### config.mk
export PLATFORM = sky130hd
export DESIGN_NAME = rtc_chronograph_elapsed_core_flat
export DESIGN_NICKNAME = d
export VERILOG_FILES = /design/src/rtl/rce_pkg.sv /design/src/rtl/rce_in_if.sv /design/src/rtl/rce_out_if.sv /design/src/rtl/rtc_chronograph_elapsed_core.sv /design/src/rtl/rce_elapsed.sv /design/src/rtl/rce_ctrl.sv /design/src/flat_wrapper.sv
export SDC_FILE = /design/constraint.sdc
export NUM_CORES = 1
export LEC_CHECK = 0
export ABC_AREA = 1
export BUFFER_PORTS_ARGS = -buffer_cell sky130_fd_sc_hd__buf_2
export CORE_MARGIN = 2
export CORE_UTILIZATION = 50
export DETAILED_ROUTE_END_ITERATION = 10
export PLACE_DENSITY_LB_ADDON = 0.15
export SETUP_SLACK_MARGIN = 0.3
export SYNTH_ARGS = -nofsm -noshare
export SYNTH_HDL_FRONTEND = slang
export SYNTH_SLANG_ARGS = --single-unit
### constraint.sdc
create_clock -name clk -period 12.8 [get_ports clk]
set_clock_uncertainty 0.15 [all_clocks]
set_input_delay 1.92 -clock clk [delete_from_list [all_inputs] [get_ports clk]]
set_output_delay 1.92 -clock clk [all_outputs]
set_load 0.01 [all_outputs]
### src/rtl/rce_pkg.sv
// Package for the stopwatch core: action codes, run modes and the time and lap records.
// No dependencies; the core, rce_elapsed and rce_ctrl use it.
`default_nettype none

package rce_pkg;

  // Number of time fields, hundredths up to years.
  localparam int unsigned NFIELDS = 7;

  // Action codes carried by each input item. Codes above reset act as read.
  localparam logic [2:0] ACT_READ   = 3'd0;
  localparam logic [2:0] ACT_START  = 3'd1;
  localparam logic [2:0] ACT_STOP   = 3'd2;
  localparam logic [2:0] ACT_RESUME = 3'd3;
  localparam logic [2:0] ACT_RESET  = 3'd4;

  // Borrow amounts for hundredths, seconds, minutes, hours, days and months.
  localparam logic [6:0] BORROW_MOD [NFIELDS-1] = '{7'd100, 7'd60, 7'd60, 7'd24, 7'd30, 7'd12};

  typedef enum logic [1:0] {
    MODE_INACTIVE = 2'd0,
    MODE_RUNNING  = 2'd1,
    MODE_STOPPED  = 2'd2
  } mode_t;

  // A sampled clock time with the subsecond already in hundredths.
  typedef struct packed {
    logic [6:0] hund;
    logic [5:0] sec;
    logic [5:0] min;
    logic [4:0] hour;
    logic [4:0] day;
    logic [3:0] month;
    logic [6:0] year;
  } time_t;

  // An elapsed value; the year difference may be negative.
  typedef struct packed {
    logic [6:0]        hund;
    logic [5:0]        sec;
    logic [5:0]        min;
    logic [4:0]        hour;
    logic [4:0]        day;
    logic [3:0]        month;
    logic signed [7:0] year;
  } lap_t;

  // Control handed from the pipeline to the state keeper.
  typedef struct packed {
    logic       fire;
    logic [2:0] action;
  } step_t;

endpackage

`default_nettype wire

### src/rtl/rce_in_if.sv
// Input channel of the stopwatch core: valid/ready handshake with action and clock time.
// No dependencies.
`default_nettype none

interface rce_in_if;
  logic       valid;
  logic       ready;
  logic [2:0] action;
  logic [7:0] now_subsecond;
  logic [5:0] now_second;
  logic [5:0] now_minute;
  logic [4:0] now_hour;
  logic [4:0] now_day;
  logic [3:0] now_month;
  logic [6:0] now_year;

  modport source (
    output valid, action, now_subsecond, now_second, now_minute, now_hour,
           now_day, now_month, now_year,
    input  ready
  );

  modport sink (
    input  valid, action, now_subsecond, now_second, now_minute, now_hour,
           now_day, now_month, now_year,
    output ready
  );
endinterface

`default_nettype wire

### src/rtl/rce_out_if.sv
// Result channel of the stopwatch core: valid/ready handshake with lap fields and run mode.
// No dependencies.
`default_nettype none

interface rce_out_if;
  logic              valid;
  logic              ready;
  logic [6:0]        lap_hundredth;
  logic [5:0]        lap_second;
  logic [5:0]        lap_minute;
  logic [4:0]        lap_hour;
  logic [4:0]        lap_day;
  logic [3:0]        lap_month;
  logic signed [7:0] lap_year;
  logic [1:0]        run_mode;

  modport source (
    output valid, lap_hundredth, lap_second, lap_minute, lap_hour, lap_day,
           lap_month, lap_year, run_mode,
    input  ready
  );

  modport sink (
    input  valid, lap_hundredth, lap_second, lap_minute, lap_hour, lap_day,
           lap_month, lap_year, run_mode,
    output ready
  );
endinterface

`default_nettype wire

### src/rtl/rtc_chronograph_elapsed_core.sv
// Stopwatch core: one result per item, through an input register and then a result
// register. Throughput is one item per cycle while out_ch.ready does not hold the result.
// Synchronous active-low reset empties both stages, sets the mode inactive and clears
// the start time and held lap. Depends on rce_pkg, rce_in_if, rce_out_if, rce_elapsed
// and rce_ctrl.
`default_nettype none

module rtc_chronograph_elapsed_core (
  input  wire  clk,
  input  wire  rst_n,
  rce_in_if.sink    in_ch,
  rce_out_if.source out_ch
);

  // Subsecond down-count to hundredths: floor((255 - sub) * 100 / 255) via the
  // exact identity x / 255 = (x + (x >> 8) + 1) >> 8 for these values.
  function automatic logic [6:0] sub_to_hund(input logic [7:0] sub);
    logic [7:0]  inv;
    logic [14:0] x;
    logic [15:0] s;
    inv = 8'hFF - sub;
    x   = 15'(inv) * 15'd100;
    s   = 16'(x) + 16'(x[14:8]) + 16'd1;
    return s[14:8];
  endfunction

  logic           s1_valid_r;
  logic [2:0]     s1_action_r;
  logic [7:0]     s1_sub_r;
  logic [5:0]     s1_sec_r;
  logic [5:0]     s1_min_r;
  logic [4:0]     s1_hour_r;
  logic [4:0]     s1_day_r;
  logic [3:0]     s1_month_r;
  logic [6:0]     s1_year_r;

  logic           out_valid_r;
  rce_pkg::lap_t  out_lap_r;
  rce_pkg::mode_t out_mode_r;

  logic           fire;
  rce_pkg::step_t step;
  rce_pkg::time_t now;
  rce_pkg::time_t start_time;
  rce_pkg::lap_t  elap;
  rce_pkg::lap_t  res_lap;
  rce_pkg::mode_t res_mode;

  // The input stage moves on whenever the result register is free or being taken.
  assign fire        = s1_valid_r && (!out_valid_r || out_ch.ready);
  assign in_ch.ready = !s1_valid_r || fire;

  // Input register.
  always_ff @(posedge clk) begin
    if (!rst_n) begin
      s1_valid_r <= 1'b0;
    end else if (in_ch.ready) begin
      s1_valid_r <= in_ch.valid;
    end
  end

  always_ff @(posedge clk) begin
    if (in_ch.valid && in_ch.ready) begin
      s1_action_r <= in_ch.action;
      s1_sub_r    <= in_ch.now_subsecond;
      s1_sec_r    <= in_ch.now_second;
      s1_min_r    <= in_ch.now_minute;
      s1_hour_r   <= in_ch.now_hour;
      s1_day_r    <= in_ch.now_day;
      s1_month_r  <= in_ch.now_month;
      s1_year_r   <= in_ch.now_year;
    end
  end

  // Current time record for the item in the input stage.
  always_comb begin
    now.hund  = sub_to_hund(s1_sub_r);
    now.sec   = s1_sec_r;
    now.min   = s1_min_r;
    now.hour  = s1_hour_r;
    now.day   = s1_day_r;
    now.month = s1_month_r;
    now.year  = s1_year_r;
  end

  assign step.fire   = fire;
  assign step.action = s1_action_r;

  rce_elapsed u_elapsed (
    .now   (now),
    .start (start_time),
    .lap   (elap)
  );

  rce_ctrl u_ctrl (
    .clk        (clk),
    .rst_n      (rst_n),
    .step       (step),
    .now        (now),
    .elap       (elap),
    .start_time (start_time),
    .res_lap    (res_lap),
    .res_mode   (res_mode)
  );

  // Result register.
  always_ff @(posedge clk) begin
    if (!rst_n) begin
      out_valid_r <= 1'b0;
    end else if (fire) begin
      out_valid_r <= 1'b1;
    end else if (out_ch.ready) begin
      out_valid_r <= 1'b0;
    end
  end

  always_ff @(posedge clk) begin
    if (fire) begin
      out_lap_r  <= res_lap;
      out_mode_r <= res_mode;
    end
  end

  assign out_ch.valid         = out_valid_r;
  assign out_ch.lap_hundredth = out_lap_r.hund;
  assign out_ch.lap_second    = out_lap_r.sec;
  assign out_ch.lap_minute    = out_lap_r.min;
  assign out_ch.lap_hour      = out_lap_r.hour;
  assign out_ch.lap_day       = out_lap_r.day;
  assign out_ch.lap_month     = out_lap_r.month;
  assign out_ch.lap_year      = out_lap_r.year;
  assign out_ch.run_mode      = out_mode_r;

endmodule

`default_nettype wire

### src/rtl/rce_elapsed.sv
// Field-by-field subtraction of the start time from the current time with single borrows.
// Depends on rce_pkg for the time and lap records and the borrow amounts.
`default_nettype none

module rce_elapsed (
  input  wire rce_pkg::time_t now,
  input  wire rce_pkg::time_t start,
  output rce_pkg::lap_t       lap
);

  logic signed [8:0] raw [rce_pkg::NFIELDS];
  logic signed [8:0] fix [rce_pkg::NFIELDS];

  // Plain differences, each zero-extended into a signed nine-bit word.
  always_comb begin
    raw[0] = $signed({2'b00, now.hund})  - $signed({2'b00, start.hund});
    raw[1] = $signed({3'b000, now.sec})  - $signed({3'b000, start.sec});
    raw[2] = $signed({3'b000, now.min})  - $signed({3'b000, start.min});
    raw[3] = $signed({4'b0000, now.hour}) - $signed({4'b0000, start.hour});
    raw[4] = $signed({4'b0000, now.day})  - $signed({4'b0000, start.day});
    raw[5] = $signed({5'b00000, now.month}) - $signed({5'b00000, start.month});
    raw[6] = $signed({2'b00, now.year})  - $signed({2'b00, start.year});
  end

  // Borrow chain from hundredths up to months; the year only takes the borrow.
  always_comb begin
    logic              bin;
    logic signed [8:0] adj;
    bin = 1'b0;
    for (int i = 0; i < rce_pkg::NFIELDS; i++) begin
      adj = raw[i] - $signed({8'b0, bin});
      if (i < rce_pkg::NFIELDS - 1 && adj < 0) begin
        fix[i] = adj + $signed({2'b00, rce_pkg::BORROW_MOD[i]});
        bin    = 1'b1;
      end else begin
        fix[i] = adj;
        bin    = 1'b0;
      end
    end
  end

  // Each result field keeps only its own width.
  assign lap.hund  = fix[0][6:0];
  assign lap.sec   = fix[1][5:0];
  assign lap.min   = fix[2][5:0];
  assign lap.hour  = fix[3][4:0];
  assign lap.day   = fix[4][4:0];
  assign lap.month = fix[5][3:0];
  assign lap.year  = fix[6][7:0];

endmodule

`default_nettype wire

### src/rtl/rce_ctrl.sv
// Run-mode, start-time and held-lap registers of the stopwatch, and the result selection.
// Depends on rce_pkg for action codes, modes and the time and lap records.
`default_nettype none

module rce_ctrl (
  input  wire                 clk,
  input  wire                 rst_n,
  input  wire rce_pkg::step_t step,
  input  wire rce_pkg::time_t now,
  input  wire rce_pkg::lap_t  elap,
  output rce_pkg::time_t      start_time,
  output rce_pkg::lap_t       res_lap,
  output rce_pkg::mode_t      res_mode
);

  rce_pkg::mode_t mode_r, mode_nxt;
  rce_pkg::time_t start_r, start_nxt;
  rce_pkg::lap_t  held_r, held_nxt;

  // State registers move only when an item leaves the input stage.
  always_ff @(posedge clk) begin
    if (!rst_n) begin
      mode_r  <= rce_pkg::MODE_INACTIVE;
      start_r <= '0;
      held_r  <= '0;
    end else if (step.fire) begin
      mode_r  <= mode_nxt;
      start_r <= start_nxt;
      held_r  <= held_nxt;
    end
  end

  // Next state from the action, then the result for the state after it.
  always_comb begin
    mode_nxt  = mode_r;
    start_nxt = start_r;
    held_nxt  = held_r;
    case (step.action)
      rce_pkg::ACT_START: begin
        start_nxt = now;
        mode_nxt  = rce_pkg::MODE_RUNNING;
      end
      rce_pkg::ACT_STOP: begin
        if (mode_r == rce_pkg::MODE_RUNNING) begin
          held_nxt = elap;
        end else if (mode_r == rce_pkg::MODE_INACTIVE) begin
          held_nxt = '0;
        end
        mode_nxt = rce_pkg::MODE_STOPPED;
      end
      rce_pkg::ACT_RESUME: begin
        mode_nxt = rce_pkg::MODE_RUNNING;
      end
      rce_pkg::ACT_RESET: begin
        start_nxt = '0;
        held_nxt  = '0;
        mode_nxt  = rce_pkg::MODE_INACTIVE;
      end
      default: begin
      end
    endcase

    // A fresh start measures from this same time, so its lap is zero.
    res_lap = '0;
    case (mode_nxt)
      rce_pkg::MODE_RUNNING: begin
        if (step.action != rce_pkg::ACT_START) begin
          res_lap = elap;
        end
      end
      rce_pkg::MODE_STOPPED: begin
        res_lap = held_nxt;
      end
      default: begin
        res_lap = '0;
      end
    endcase
  end

  assign res_mode   = mode_nxt;
  assign start_time = start_r;

`ifndef NO_ASSERTIONS
  // A start captures the current time as the new start time.
  a_start_capture: assert property (@(posedge clk) disable iff (!rst_n)
    step.fire && step.action == rce_pkg::ACT_START |=> start_r == $past(now))
    else $error("start time not captured on start");

  // A reset action clears all stored state.
  a_reset_clears: assert property (@(posedge clk) disable iff (!rst_n)
    step.fire && step.action == rce_pkg::ACT_RESET
    |=> mode_r == rce_pkg::MODE_INACTIVE && start_r == '0 && held_r == '0)
    else $error("reset action left state behind");

  // A stop while already stopped keeps the held lap.
  a_stop_hold: assert property (@(posedge clk) disable iff (!rst_n)
    step.fire && step.action == rce_pkg::ACT_STOP && mode_r == rce_pkg::MODE_STOPPED
    |=> held_r == $past(held_r))
    else $error("held lap changed on repeated stop");

  // An inactive result reports a zero lap.
  a_inactive_zero: assert property (@(posedge clk) disable iff (!rst_n)
    step.fire && mode_nxt == rce_pkg::MODE_INACTIVE |-> res_lap == '0)
    else $error("inactive result carries a nonzero lap");
`endif

endmodule

`default_nettype wire
### src/flat_wrapper.sv
// flat-port wrapper written by rule: the top's interface ports become plain ports
module rtc_chronograph_elapsed_core_flat 
  (clk, rst_n, in_ch_valid, in_ch_action, in_ch_now_subsecond, in_ch_now_second, in_ch_now_minute, in_ch_now_hour, in_ch_now_day, in_ch_now_month, in_ch_now_year, in_ch_ready, out_ch_valid, out_ch_lap_hundredth, out_ch_lap_second, out_ch_lap_minute, out_ch_lap_hour, out_ch_lap_day, out_ch_lap_month, out_ch_lap_year, out_ch_run_mode, out_ch_ready);
  rce_in_if in_ch_i ();
  rce_out_if out_ch_i ();
  input  wire clk;
  input  wire rst_n;
  input wire logic [$bits(in_ch_i.valid)-1:0] in_ch_valid;
  input wire logic [$bits(in_ch_i.action)-1:0] in_ch_action;
  input wire logic [$bits(in_ch_i.now_subsecond)-1:0] in_ch_now_subsecond;
  input wire logic [$bits(in_ch_i.now_second)-1:0] in_ch_now_second;
  input wire logic [$bits(in_ch_i.now_minute)-1:0] in_ch_now_minute;
  input wire logic [$bits(in_ch_i.now_hour)-1:0] in_ch_now_hour;
  input wire logic [$bits(in_ch_i.now_day)-1:0] in_ch_now_day;
  input wire logic [$bits(in_ch_i.now_month)-1:0] in_ch_now_month;
  input wire logic [$bits(in_ch_i.now_year)-1:0] in_ch_now_year;
  output wire logic [$bits(in_ch_i.ready)-1:0] in_ch_ready;
  output wire logic [$bits(out_ch_i.valid)-1:0] out_ch_valid;
  output wire logic [$bits(out_ch_i.lap_hundredth)-1:0] out_ch_lap_hundredth;
  output wire logic [$bits(out_ch_i.lap_second)-1:0] out_ch_lap_second;
  output wire logic [$bits(out_ch_i.lap_minute)-1:0] out_ch_lap_minute;
  output wire logic [$bits(out_ch_i.lap_hour)-1:0] out_ch_lap_hour;
  output wire logic [$bits(out_ch_i.lap_day)-1:0] out_ch_lap_day;
  output wire logic [$bits(out_ch_i.lap_month)-1:0] out_ch_lap_month;
  output wire logic [$bits(out_ch_i.lap_year)-1:0] out_ch_lap_year;
  output wire logic [$bits(out_ch_i.run_mode)-1:0] out_ch_run_mode;
  input wire logic [$bits(out_ch_i.ready)-1:0] out_ch_ready;
  assign in_ch_i.valid = in_ch_valid;
  assign in_ch_i.action = in_ch_action;
  assign in_ch_i.now_subsecond = in_ch_now_subsecond;
  assign in_ch_i.now_second = in_ch_now_second;
  assign in_ch_i.now_minute = in_ch_now_minute;
  assign in_ch_i.now_hour = in_ch_now_hour;
  assign in_ch_i.now_day = in_ch_now_day;
  assign in_ch_i.now_month = in_ch_now_month;
  assign in_ch_i.now_year = in_ch_now_year;
  assign in_ch_ready = in_ch_i.ready;
  assign out_ch_valid = out_ch_i.valid;
  assign out_ch_lap_hundredth = out_ch_i.lap_hundredth;
  assign out_ch_lap_second = out_ch_i.lap_second;
  assign out_ch_lap_minute = out_ch_i.lap_minute;
  assign out_ch_lap_hour = out_ch_i.lap_hour;
  assign out_ch_lap_day = out_ch_i.lap_day;
  assign out_ch_lap_month = out_ch_i.lap_month;
  assign out_ch_lap_year = out_ch_i.lap_year;
  assign out_ch_run_mode = out_ch_i.run_mode;
  assign out_ch_i.ready = out_ch_ready;
  rtc_chronograph_elapsed_core u_core (.clk(clk), .rst_n(rst_n), .in_ch(in_ch_i), .out_ch(out_ch_i));
endmodule
# Word-level counts from Yosys, hierarchy flattened
# Index checks and enable logic that the tools add are counted.
# word_totals
ff_bits	172
word_cells	102
# op_classes
n_mux	21
eq_ne	8
add_sub_neg	22
mul	1
order_cmp	6
n_reduce_logical	11
# ops
op	n
41-bit one-hot mux with 2 select lines	2
41-bit 2-to-1 mux	3
40-bit one-hot mux with 2 select lines	1
8-bit by 1-bit < comparator with 1-bit output (second input constant)	3
7-bit by 2-bit subtractor with 8-bit output	2
7-bit by 7-bit subtractor with 8-bit output	2
15-bit by 1-bit adder with 15-bit output (second input constant)	1
15-bit by 7-bit adder with 15-bit output	1
7-bit by 1-bit < comparator with 1-bit output (second input constant)	2
6-bit by 2-bit subtractor with 7-bit output	2
6-bit by 6-bit subtractor with 7-bit output	2
8-bit by 5-bit multiplier with 13-bit output (second input constant)	1
6-bit by 3-bit adder with 6-bit output (second input constant)	2
6-bit 2-to-1 mux	2
5-bit by 5-bit subtractor with 6-bit output	2
5-bit 2-to-1 mux	2
1-bit 2-to-1 mux	8
8-bit by 2-bit subtractor with 8-bit output	1
8-bit subtractor (first input constant)	1
7-bit by 6-bit adder with 7-bit output (second input constant)	1
7-bit 2-to-1 mux	1
3-bit by 2-bit == test with 1-bit output (second input constant)	2
6-bit by 1-bit < comparator with 1-bit output (second input constant)	1
2-bit one-hot mux with 3 select lines	1
other kinds (18)	23

# Logic depth before layout (Yosys ltp)
# Gate-level depths: netlist of run 1.
# depth
depth_word	26
ltp_mapped	82
depth_no_buf	82

# Modules after synthesis
# Synthesis of run 1 repeated with hierarchy kept, for this count alone.
# hier_totals
cells_unflattened	1666
area_unflattened_um2	11817.6
# by_module_without_submodules
module	area_each_um2	cells_each	n_inst	seq_area_each_um2
rce_ctrl	5072.4	888	1	1661.6
rtc_chronograph_elapsed_core	3885.0	291	1	2652.5
rce_elapsed	2860.2	487	1	0.0

# Worst setup path before layout of run 1
# Ideal clock, no wire load.
# synth_path
path_kind	reg-to-reg
start	reg u_core.s1_sub_r[3]
end	reg u_core.out_lap_r (netlist bit u_core.out_ch.lap_year[6]) (data pin)
stages_incl_launch_ff	80
t_arrival_ns	9.503
period_less_slack_ns	9.913
setup_time_ns	0.260
setup_slack_ns	2.887
cell_sequence	edfxtp_1 inv_1 ha_1 ha_1 inv_1 fa_1 inv_1 ha_1 nand2_1 or2_2 nand3_1 nand2_1 nand2_1 inv_1 ha_1 nand2_1 inv_1 nand3_1 (+44 left out) nand2_1 inv_1 ha_1 inv_1 nand2_1 inv_1 fa_1 nand2_1 nand2_1 nand2_1 a21oi_1 o21ai_0 xor2_1 o22ai_1 nand2_1 o21ai_0 nand2_1 a21oi_1
# synth_lines
item	line_no	text
start, declared	rtc_chronograph_elapsed_core.sv:29	logic [7:0] s1_sub_r;
start signal, assigned	rtc_chronograph_elapsed_core.sv:65	s1_sub_r <= in_ch.now_subsecond;
end signal, assigned	rtc_chronograph_elapsed_core.sv:119	out_lap_r <= res_lap;
end, declared	rtc_chronograph_elapsed_core.sv:38	rce_pkg::lap_t out_lap_r;

==> metrics, run 1 <==
gr usage total 0.222; Longest Clk Path Bufs 2; vias in the first global route 9045; post-cts resize count 0; final slew viol count 0; Slew headroom 0.186; Mapped Cells 1464; total grt overflow 0; DR DRC count 0; setup_tns 0 ns; Post-synth EDFFs 87; Avg Cell Area, Syn 7.58 sq um; Top Family by Delay on Critical Path simple AND/OR/NAND/NOR gates; ys async rst share 0; pin count of the biggest net entering global routing 91; layout cells sized above 1 0.127; CTS Buf Count 17; Setup crit start kind register; crit-path most repeated cell nand2_1; critical path arrival 11.15 ns; LEAKAGE 5.72 nW; Max VDD drop 0.0825 mV; endpoints failing setup 0; Worst Path Max Fanout 9; final WL 25700 microns; pre-CTS setup slack 1.71 ns; Clk pin slew, worst setup/hold paths 0.07 ns; worst r2r src u_core.s1_sub_r[3]; core region area 0.0218 sq mm; CTS root buffer clkbuf_16; most common cell after layout, fill and taps aside nand2_1; antenna viol nets, final 0; Pre-Repair DR Iteration Count 7; critical path endpoint category register; RSZ-0062 raised after global routing false; period utilization 0.871; post-detail-place hpwl 17400 microns; Worst Hold Path EP u_core.u_ctrl.start_time[31]; sequential area share after synthesis 0.389; CP peak stage delay 0.53 ns; hold depth 2; non-filler instance count after layout 1821; HP Class register to register; crit path kind register to register; CTS hold repair buffers 0; fmax 89.6 MHz; initial drt markers 565; dominant synthesized flop cell edfxtp_1; Register Area 0.00431 sq mm; Layout area overhead 11.1%; Seq cells post-synth 172; TritonCTS clock tree yes; min cycle time layout 11.15 ns; hold path startpoint u_core.u_ctrl.start_time[31]; diode count 0; MaxCap Viol Count 0; total power 1.62 mW; first-pass GRT wire length 42700 microns; CP max stage cell fa_1; via count 9541; Fill cells 2064; PnR worst setup slack 1.65 ns; R2R setup slack 1.65 ns; Starting Density 0.509; Vias/cell 5.24; htree depth 4; R2R cell count 79; setup bufs post-CTS 0; Fin. Hold Viols 0; die width 153 microns; clk sinks 172; most frequent cells in the layout 356 x nand2_1, 251 x inv_1, 162 x a21oi_1, 92 x buf_2, 91 x ha_1; reg-to-reg endpoint u_core.out_ch.lap_year[6]; Core Rows 54; Final GP Congestion 0.889; Final nets 1678; Port Buffers 92; initial antenna violation count 0; Chip Height 153 microns; Synth warnings 0; Critical Path RT 12.79 ns; synth unique cells 44; status finished, final reports clean; Post-Synthesis Net Count 1614; WL per Instance 14.1 microns; area of the multi-input gates 0.00562 sq mm; Cell Area, Synth 0.0111 sq mm; buffers and inverters on the worst path 13; worst-skew pair later-pin latency 0.44 ns; dpl cells 1789; num ports 93; PwrDens 131 mW/mm^2; Worst Max-Slew Pin Slew 1.22 ns; die area 0.0234 sq mm
[flip-flops by register name (all words and copies together), names as in the netlist]
signal,cells
u_core.u_ctrl.mode_r,2
u_core.out_ch.lap_hundredth,7
u_core.s1_sec_r,6
u_core.s1_valid_r,1
u_core.out_ch.lap_year,8
u_core.out_ch.lap_minute,6
u_core.out_ch.lap_month,4
u_core.out_ch.valid,1
u_core.out_ch.run_mode,2
u_core.s1_year_r,7
u_core.s1_sub_r,8
u_core.s1_hour_r,5
u_core.s1_day_r,5
u_core.s1_action_r,3
u_core.u_ctrl.held_r,41
u_core.s1_month_r,4
u_core.out_ch.lap_day,5
u_core.out_ch.lap_second,6
u_core.s1_min_r,6
u_core.out_ch.lap_hour,5
u_core.u_ctrl.start_time,40
[cells by family after synthesis]
logic type	synth area share
simple gates	0.221
xor+xnor	0.0219
fa+ha+maj	0.122
flops	0.389
compound gates	0.139
buf+inv	0.107
[report_power, final]
part	switching, mW	internal, mW
Sequential	0.0130	0.611
Clock	0.225	0.271
Combinational	0.322	0.176
Total	0.560	1.06
[synth_stat cells, types with 4 or more instances]
cell type | number | area share
o21ai_1 | 13 | 0.0059
nand2_2 | 10 | 0.0056
edfxtp_1 | 87 | 0.24
inv_2 | 7 | 0.0024
nand4_1 | 20 | 0.011
nand3_1 | 83 | 0.037
dfxtp_1 | 85 | 0.15
nor2_1 | 23 | 0.0078
nand3b_1 | 11 | 0.0074
buf_1 | 5 | 0.0017
xnor2_1 | 8 | 0.0063
o22ai_1 | 19 | 0.011
and2_1 | 4 | 0.0023
xor2_1 | 16 | 0.013
inv_1 | 254 | 0.086
or2_2 | 21 | 0.012
a21oi_1 | 162 | 0.073
fa_1 | 10 | 0.018
nand2_1 | 357 | 0.12
o21ai_0 | 83 | 0.037
ha_1 | 92 | 0.10
clkbuf_1 | 45 | 0.015
o21bai_1 | 7 | 0.0047
nor2_2 | 6 | 0.0034
[per-layer routing]
| metal | wire length, microns | up-vias | global-route usage |
|---|---|---|---|
| li1 | - | 4891 | - |
| met1 | 11600 | 4350 | 0.280 |
| met2 | 12100 | 255 | 0.379 |
| met3 | 1310 | 45 | 0.0337 |
| met4 | 671 | 0 | 0.0992 |
| met5 | 0 | - | 0 |
[worst reg2reg max path, delay by kind of cell, from the launching register on]
kind | cells | cell delay [ns]
and+or+nand+nor | 43 | 4.60
buffers and inverters | 13 | 0.86
adders and majority gates | 15 | 3.82
DFF | 1 | 0.37
AOI/OAI and AO/OA | 7 | 0.87
xor gates and xnor gates | 1 | 0.19
[how the worst max path moves through the flow]
| stage | cells past startpoint | start | end |
|---|---|---|---|
| 2_1_floorplan | 79 | u_core.s1_sub_r[3] | u_core.out_ch.lap_year[6] |
| 3_3_place_gp | 79 | u_core.s1_sub_r[3] | u_core.out_ch.lap_year[6] |
| 4_1_cts | 79 | u_core.s1_sub_r[3] | u_core.out_ch.lap_year[6] |
| 6_report | 79 | u_core.s1_sub_r[3] | u_core.out_ch.lap_year[6] |
| 3_5_place_dp | 79 | u_core.s1_sub_r[3] | u_core.out_ch.lap_year[6] |
| 5_1_grt | 77 | u_core.s1_sub_r[2] | u_core.out_ch.lap_year[6] |
[final cells by class]
class                   count  share of cell area
clock buffers              20              0.0388
multi-input cells         976               0.455
flip-flops and latches    172               0.350
repair buffers             98              0.0410
inverters                 263              0.0800
well taps                 280              0.0284
clock inverters            12             0.00680
[per-stage QoR]
| step | hold slack [ns] | cell area, sq um | utilization |
|---|---|---|---|
| after floorplan | 0.291 | 11100 | - |
| after global placement | 0.299 | 11800 | 0.539 |
| after detailed placement | 0.303 | 11800 | 0.539 |
| after CTS | 0.313 | 12300 | 0.565 |
| after global routing | 0.332 | 12300 | 0.565 |
| final | 0.309 | 12300 | 0.565 |
Note: power is estimated with default switching activity, not from simulation.
==> run 2, diff against run 1 <==
--- a/config.mk
+++ b/config.mk
@@ -8,7 +8,7 @@
 export ABC_AREA = 1
 export BUFFER_PORTS_ARGS = -buffer_cell sky130_fd_sc_hd__buf_2
 export CORE_MARGIN = 2
-export CORE_UTILIZATION = 50
+export CORE_UTILIZATION = 40
 export DETAILED_ROUTE_END_ITERATION = 10
 export PLACE_DENSITY_LB_ADDON = 0.15
 export SETUP_SLACK_MARGIN = 0.3
==> run 2 against run 1 <==
- via count down 1.9%
- register-to-register slack gained 0.09 ns
- clock power rose by 18%
- flip-flop and latch count unchanged
- die area rose by 24%
- critical path depth fell by 2
- power up 5.6%
- worst setup slack gained 0.091 ns
- wire length is 4.4% higher
- critical path type unchanged
- highest routed layer unchanged
- largest cell class unchanged
- sequential power hardly changed
==> metrics, run 2 (synthesis results as in run 1) <==
initial drt markers 556; Final nets 1681; worst-skew pair later-pin latency 0.43 ns; most common cell after layout, fill and taps aside nand2_1; MaxCap Viol Count 0; TritonCTS clock tree yes; via count 9361; final WL 26800 microns; Final Core Density 0.464; period utilization 0.864; LEAKAGE 5.77 nW; crit-path most repeated cell nand2_1; Chip Height 171 microns; gr usage total 0.191; Top reg by flops u_core.u_ctrl.held_r; Final GP Congestion 0.849; hold path startpoint u_core.u_ctrl.start_time[32]; Setup crit start kind register; Vias/cell 4.89; critical path arrival 11.05 ns; worst r2r src u_core.s1_sub_r[2]; Worst Max-Slew Pin Slew 1.07 ns; final slew viol count 0; Pre-Repair DR Iteration Count 5; setup bufs post-CTS 0; htree depth 4; Fill cells 2715; CTS Buf Count 17; antenna viol nets, final 0; Layout area overhead 13.2%; layout cells sized above 1 0.128; post-cts resize count 0; diode count 0; PwrDens 136 mW/mm^2; DR DRC count 0; Critical Path RT 12.79 ns; Longest Clk Path Bufs 2; Starting Density 0.410; total grt overflow 0; first-pass GRT wire length 44400 microns; die area 0.0291 sq mm; cell area after layout 0.0126 sq mm; Fin. Hold Viols 0; Max VDD drop 0.0698 mV; status finished, final reports clean; core region area 0.0271 sq mm; die width 171 microns; Slew headroom 0.289; endpoints failing setup 0; CTS root buffer clkbuf_16; critical path endpoint category register; pin count of the biggest net entering global routing 91; HP Class register to register; Worst Path Max Fanout 9; max reg flops 41; initial antenna violation count 0; CP max stage cell fa_1; min cycle time layout 11.06 ns; Register Area 0.00431 sq mm; Critical path origin u_core.s1_sub_r[2]; CP peak stage delay 0.46 ns; DP Area 0.0119 sq mm; RSZ-0062 raised after global routing false; fmax 90.4 MHz; Port Buffers 92; clk sinks 172; post-detail-place hpwl 18000 microns; Core Rows 60; CTS hold repair buffers 0; crit path kind register to register; most frequent cells in the layout 356 x nand2_1, 250 x inv_1, 162 x a21oi_1, 92 x buf_2, 91 x ha_1; num ports 93; WL per Instance 14.0 microns; area of the multi-input gates 0.00561 sq mm; setup_tns 0 ns; vias in the first global route 8826; Clk pin slew, worst setup/hold paths 0.07 ns
==> run 2: cell types whose count changed in the layout (fill, tap and decap cells not counted), moves of 2 or more <==
cell	previous run	this run
inv_8	0	3
buf_4	6	9
clkinv_2	4	0
clkbuf_8	2	0
bufinv_16	0	3
clkinv_4	3	1
==> run 2: area by class of cell <==
| cell class | count | share of cell area |
|---|---|---|
| clock buffer | 19 | 0.0378 |
| clock inverter | 13 | 0.0152 |
| inverter | 263 | 0.0785 |
| multi-input combinational | 976 | 0.446 |
| sequential | 172 | 0.343 |
| tap | 372 | 0.0370 |
| timing repair buffer | 101 | 0.0420 |
==> run 2: final timing paths <==
| path | to | slack, ns | depth (start not counted) |
|---|---|---|---|
| worst max-delay path | u_core.out_ch.lap_year[6] | 1.74 | 77 |
| worst min register to register | u_core.u_ctrl.start_time[32] | 0.31 | 2 |
| worst min-delay path | u_core.u_ctrl.start_time[32] | 0.31 | 2 |
| worst max register to register | u_core.out_ch.lap_year[6] | 1.74 | 77 |
==> run 2: through the flow <==
step	hold slack, ns	setup WS, ns	power, mW	instances
2_1_floorplan	0.291	2.89	1.01	1464
3_3_place_gp	0.298	2.05	1.13	1884
3_5_place_dp	0.303	1.77	1.14	1884
4_1_cts	0.314	1.72	1.72	1916
5_1_grt	0.329	0.461	1.82	1916
6_report	0.311	1.74	1.71	1916
==> run 2: worst max-delay path, delay by kind of cell (launching register included) <==
| family | cells | cell delay [ns] |
|---|---|---|
| compound gates | 8 | 0.92 |
| xor+xnor | 1 | 0.21 |
| fa+ha+maj | 15 | 3.82 |
| buf+inv | 11 | 0.81 |
| flops | 1 | 0.41 |
| simple gates | 42 | 4.47 |
==> run 2: routing by layer <==
layer  vias to the layer above  global-route usage  part of all wire  routed length [microns]
met2                       154               0.327              0.48                    12800
met4                         0              0.0401            0.0091                      245
met3                        17              0.0308             0.035                      931
met1                      4293               0.255              0.48                    12900
li1                       4897                   -                 -                        -
met5                         -                   0                 0                        0
==> run 2: report_power, final <==
| part | switching, mW | internal, mW | total (mW) |
|---|---|---|---|
| combinational | 0.321 | 0.177 | 0.498 |
| clock | 0.246 | 0.340 | 0.586 |
| sequential | 0.0129 | 0.610 | 0.623 |
==> run 3, diff against run 2 <==
--- a/config.mk
+++ b/config.mk
@@ -5,13 +5,14 @@
 export SDC_FILE = /design/constraint.sdc
 export NUM_CORES = 1
 export LEC_CHECK = 0
-export ABC_AREA = 1
+export ABC_AREA = 0
 export BUFFER_PORTS_ARGS = -buffer_cell sky130_fd_sc_hd__buf_2
 export CORE_MARGIN = 2
-export CORE_UTILIZATION = 40
+export CORE_UTILIZATION = 45
 export DETAILED_ROUTE_END_ITERATION = 10
 export PLACE_DENSITY_LB_ADDON = 0.15
 export SETUP_SLACK_MARGIN = 0.3
+export SLEW_MARGIN = 20
 export SYNTH_ARGS = -nofsm -noshare
 export SYNTH_HDL_FRONTEND = slang
 export SYNTH_SLANG_ARGS = --single-unit
==> run 3 against run 2 <==
- first-iteration DRC count decreased by 15%
- sequential power decreased by 2%
- critical path depth decreased by 17
==> metrics, run 3 <==
status finished, final reports clean; Sequential Power Share 0.361; synth top area cells edfxtp_1 25%, dfxtp_1 16%, ha_1 11%; Clk pin slew, worst setup/hold paths 0.07 ns; Mapped Cells 1074; Cell Area, Synth 0.0104 sq mm; CP peak stage delay 0.47 ns; htree depth 4; reg-to-reg endpoint u_core.out_ch.lap_year[6]; critical path endpoint category register; num ports 93; gr usage total 0.197; period utilization 0.919; Post-Synthesis Net Count 1224; Sw Ratio 0.343; core region area 0.0226 sq mm; initial drt markers 471; worst-skew pair later-pin latency 0.43 ns; first-pass GRT wire length 38000 microns; hold depth 2; total grt overflow 0; antenna viol nets, final 0; Worst Max-Slew Pin Slew 0.923 ns; crit path kind register to register; Critical Path RT 12.80 ns; layout cells sized above 1 0.164; Core Rows 55; CTS Buf Count 17; Max VDD drop 0.0848 mV; Starting Density 0.459; DP Area 0.0111 sq mm; Internal 1.11 mW; fmax 85.1 MHz; WL per Instance 16.0 microns; Post-synth EDFFs 87; final slew viol count 0; Gate power share 0.334; Final nets 1318; setup_tns 0 ns; hold path startpoint u_core.u_ctrl.held_r[21]; Seq cells post-synth 172; vias in the first global route 7360; synth cell count leaders 92 x ha_1, 92 x inv_1, 87 x edfxtp_1; post-synth top area share 0.252; initial antenna violation count 0; Layout area overhead 14.9%; dpl cells 1424; Clock power frac 0.305; max reg flops 41; Longest Clk Path Bufs 2; Synth warnings 0; Worst Path Max Fanout 6; CP max stage cell fa_1; hold slack 0.304 ns; ys async rst share 0; Slew headroom 0.385; Chip Height 156 microns; sequential area share after synthesis 0.415; Fill cells 2075; TritonCTS clock tree yes; Vias/cell 5.37; area of the multi-input gates 0.00571 sq mm; final WL 23400 microns; biggest area consumer among synthesized cells edfxtp_1; via count 7870; Register Area 0.00431 sq mm; DR DRC count 0; critical path arrival 11.75 ns; Avg Cell Area, Syn 9.67 sq um; CTS hold repair buffers 0; R2R setup slack 1.04 ns; pin count of the biggest net entering global routing 78; clk sinks 172; cell area after layout 0.0119 sq mm; dominant synthesized flop cell edfxtp_1; worst r2r src u_core.s1_sub_r[2]; die width 156 microns; PwrDens 142 mW/mm^2; most common cell after layout, fill and taps aside buf_2; MaxCap Viol Count 0; R2R cell count 60; Top reg by flops u_core.u_ctrl.held_r; non-filler instance count after layout 1466; synth unique cells 77; most frequent cells in the layout 92 x buf_2, 91 x inv_1, 87 x edfxtp_1, 85 x ha_1, 85 x dfxtp_1; RSZ-0062 raised after global routing false; diode count 0; Final GP Congestion 0.848; HP Class register to register; Pre-Repair DR Iteration Count 5; die area 0.0243 sq mm; min cycle time layout 11.76 ns; Fin. Hold Viols 0; Worst Hold Path EP u_core.u_ctrl.held_r[21]; LEAKAGE 4.64 nW; P_sw 0.580 mW; crit-path most repeated cell ha_1; Setup crit start kind register; Port Buffers 92; endpoints failing setup 0; post-detail-place hpwl 16600 microns; CTS root buffer clkbuf_16
run 3: final cells by class:
class | instances | area share
clock buffer | 18 | 0.0378
clock inverter | 14 | 0.0112
inverter | 92 | 0.0289
multi-input combinational | 772 | 0.479
sequential | 172 | 0.362
tap | 285 | 0.0299
timing repair buffer | 113 | 0.0518
run 3: per-layer routing:
layer | GRT usage | up-vias | wire, microns
met4 | 0.0507 | 0 | 257
met2 | 0.293 | 195 | 9920
met5 | 0 | - | 0
li1 | - | 4007 | -
met1 | 0.300 | 3650 | 12300
met3 | 0.0283 | 18 | 924
run 3: timing repair:
item / 4_1_cts / 5_1_grt
buffers inserted: 1 / 9
resized for setup: 4 / 22
pin swaps: 1 / 12
hold endpoints to repair: 0 / 0
setup endpoints to repair: 9 / 14
run 3: worst max-delay path by stage:
stage	depth (start not counted)	slack, ns	endpoint	from
after floorplan	60	1.26	u_core.out_ch.lap_year[6]	u_core.s1_sub_r[3]
after global placement	59	0.38	u_core.out_ch.lap_year[6]	u_core.s1_sub_r[3]
after detailed placement	59	0.01	u_core.out_ch.lap_year[6]	u_core.s1_sub_r[3]
after CTS	57	0.32	u_core.out_ch.lap_year[6]	u_core.s1_sub_r[2]
after global routing	62	0.21	u_core.out_ch.lap_year[6]	u_core.s1_sub_r[4]
final	60	1.04	u_core.out_ch.lap_year[6]	u_core.s1_sub_r[2]
run 3: metrics by stage:
stage               total power [mW]  utilization  setup WS (ns)
floorplan                       1.01            -           1.26
global placement                1.14        0.492          0.384
detailed placement              1.14        0.492         0.0105
CTS                             1.67        0.519          0.320
global route                    1.78        0.527          0.209
finish                          1.69        0.527           1.04
run 3: worst max-delay path: cells and delay by family, from the launching register on:
family                     cells  cell delay (ns)
adders and majority gates     16             4.29
AOI/OAI and AO/OA             20             3.26
and+or+nand+nor               17             2.39
xor gates and xnor gates       4             0.72
DFF                            1             0.42
buffers and inverters          3             0.22
run 3: cells by family (layout without fill, tap and decap cells):
kind of cell	after synthesis	count (layout)	synth area share
AO/OA/AOI/OAI	270	270	0.181
XOR/XNOR	62	62	0.0552
adder cells (fa/ha/maj)	103	103	0.131
buffers and inverters	130	237	0.0475
flip-flops	172	172	0.415
multiplexers	10	10	0.00988
AND/OR/NAND/NOR	327	327	0.160
run 3: power groups by stage:
stage / Combinational, mW / Sequential (mW) / Clock, mW
floorplan: 0.383 / 0.625 / 0
global placement: 0.518 / 0.623 / 0
detailed placement: 0.521 / 0.623 / 0
CTS: 0.531 / 0.611 / 0.526
global route: 0.622 / 0.613 / 0.550
finish: 0.565 / 0.611 / 0.517
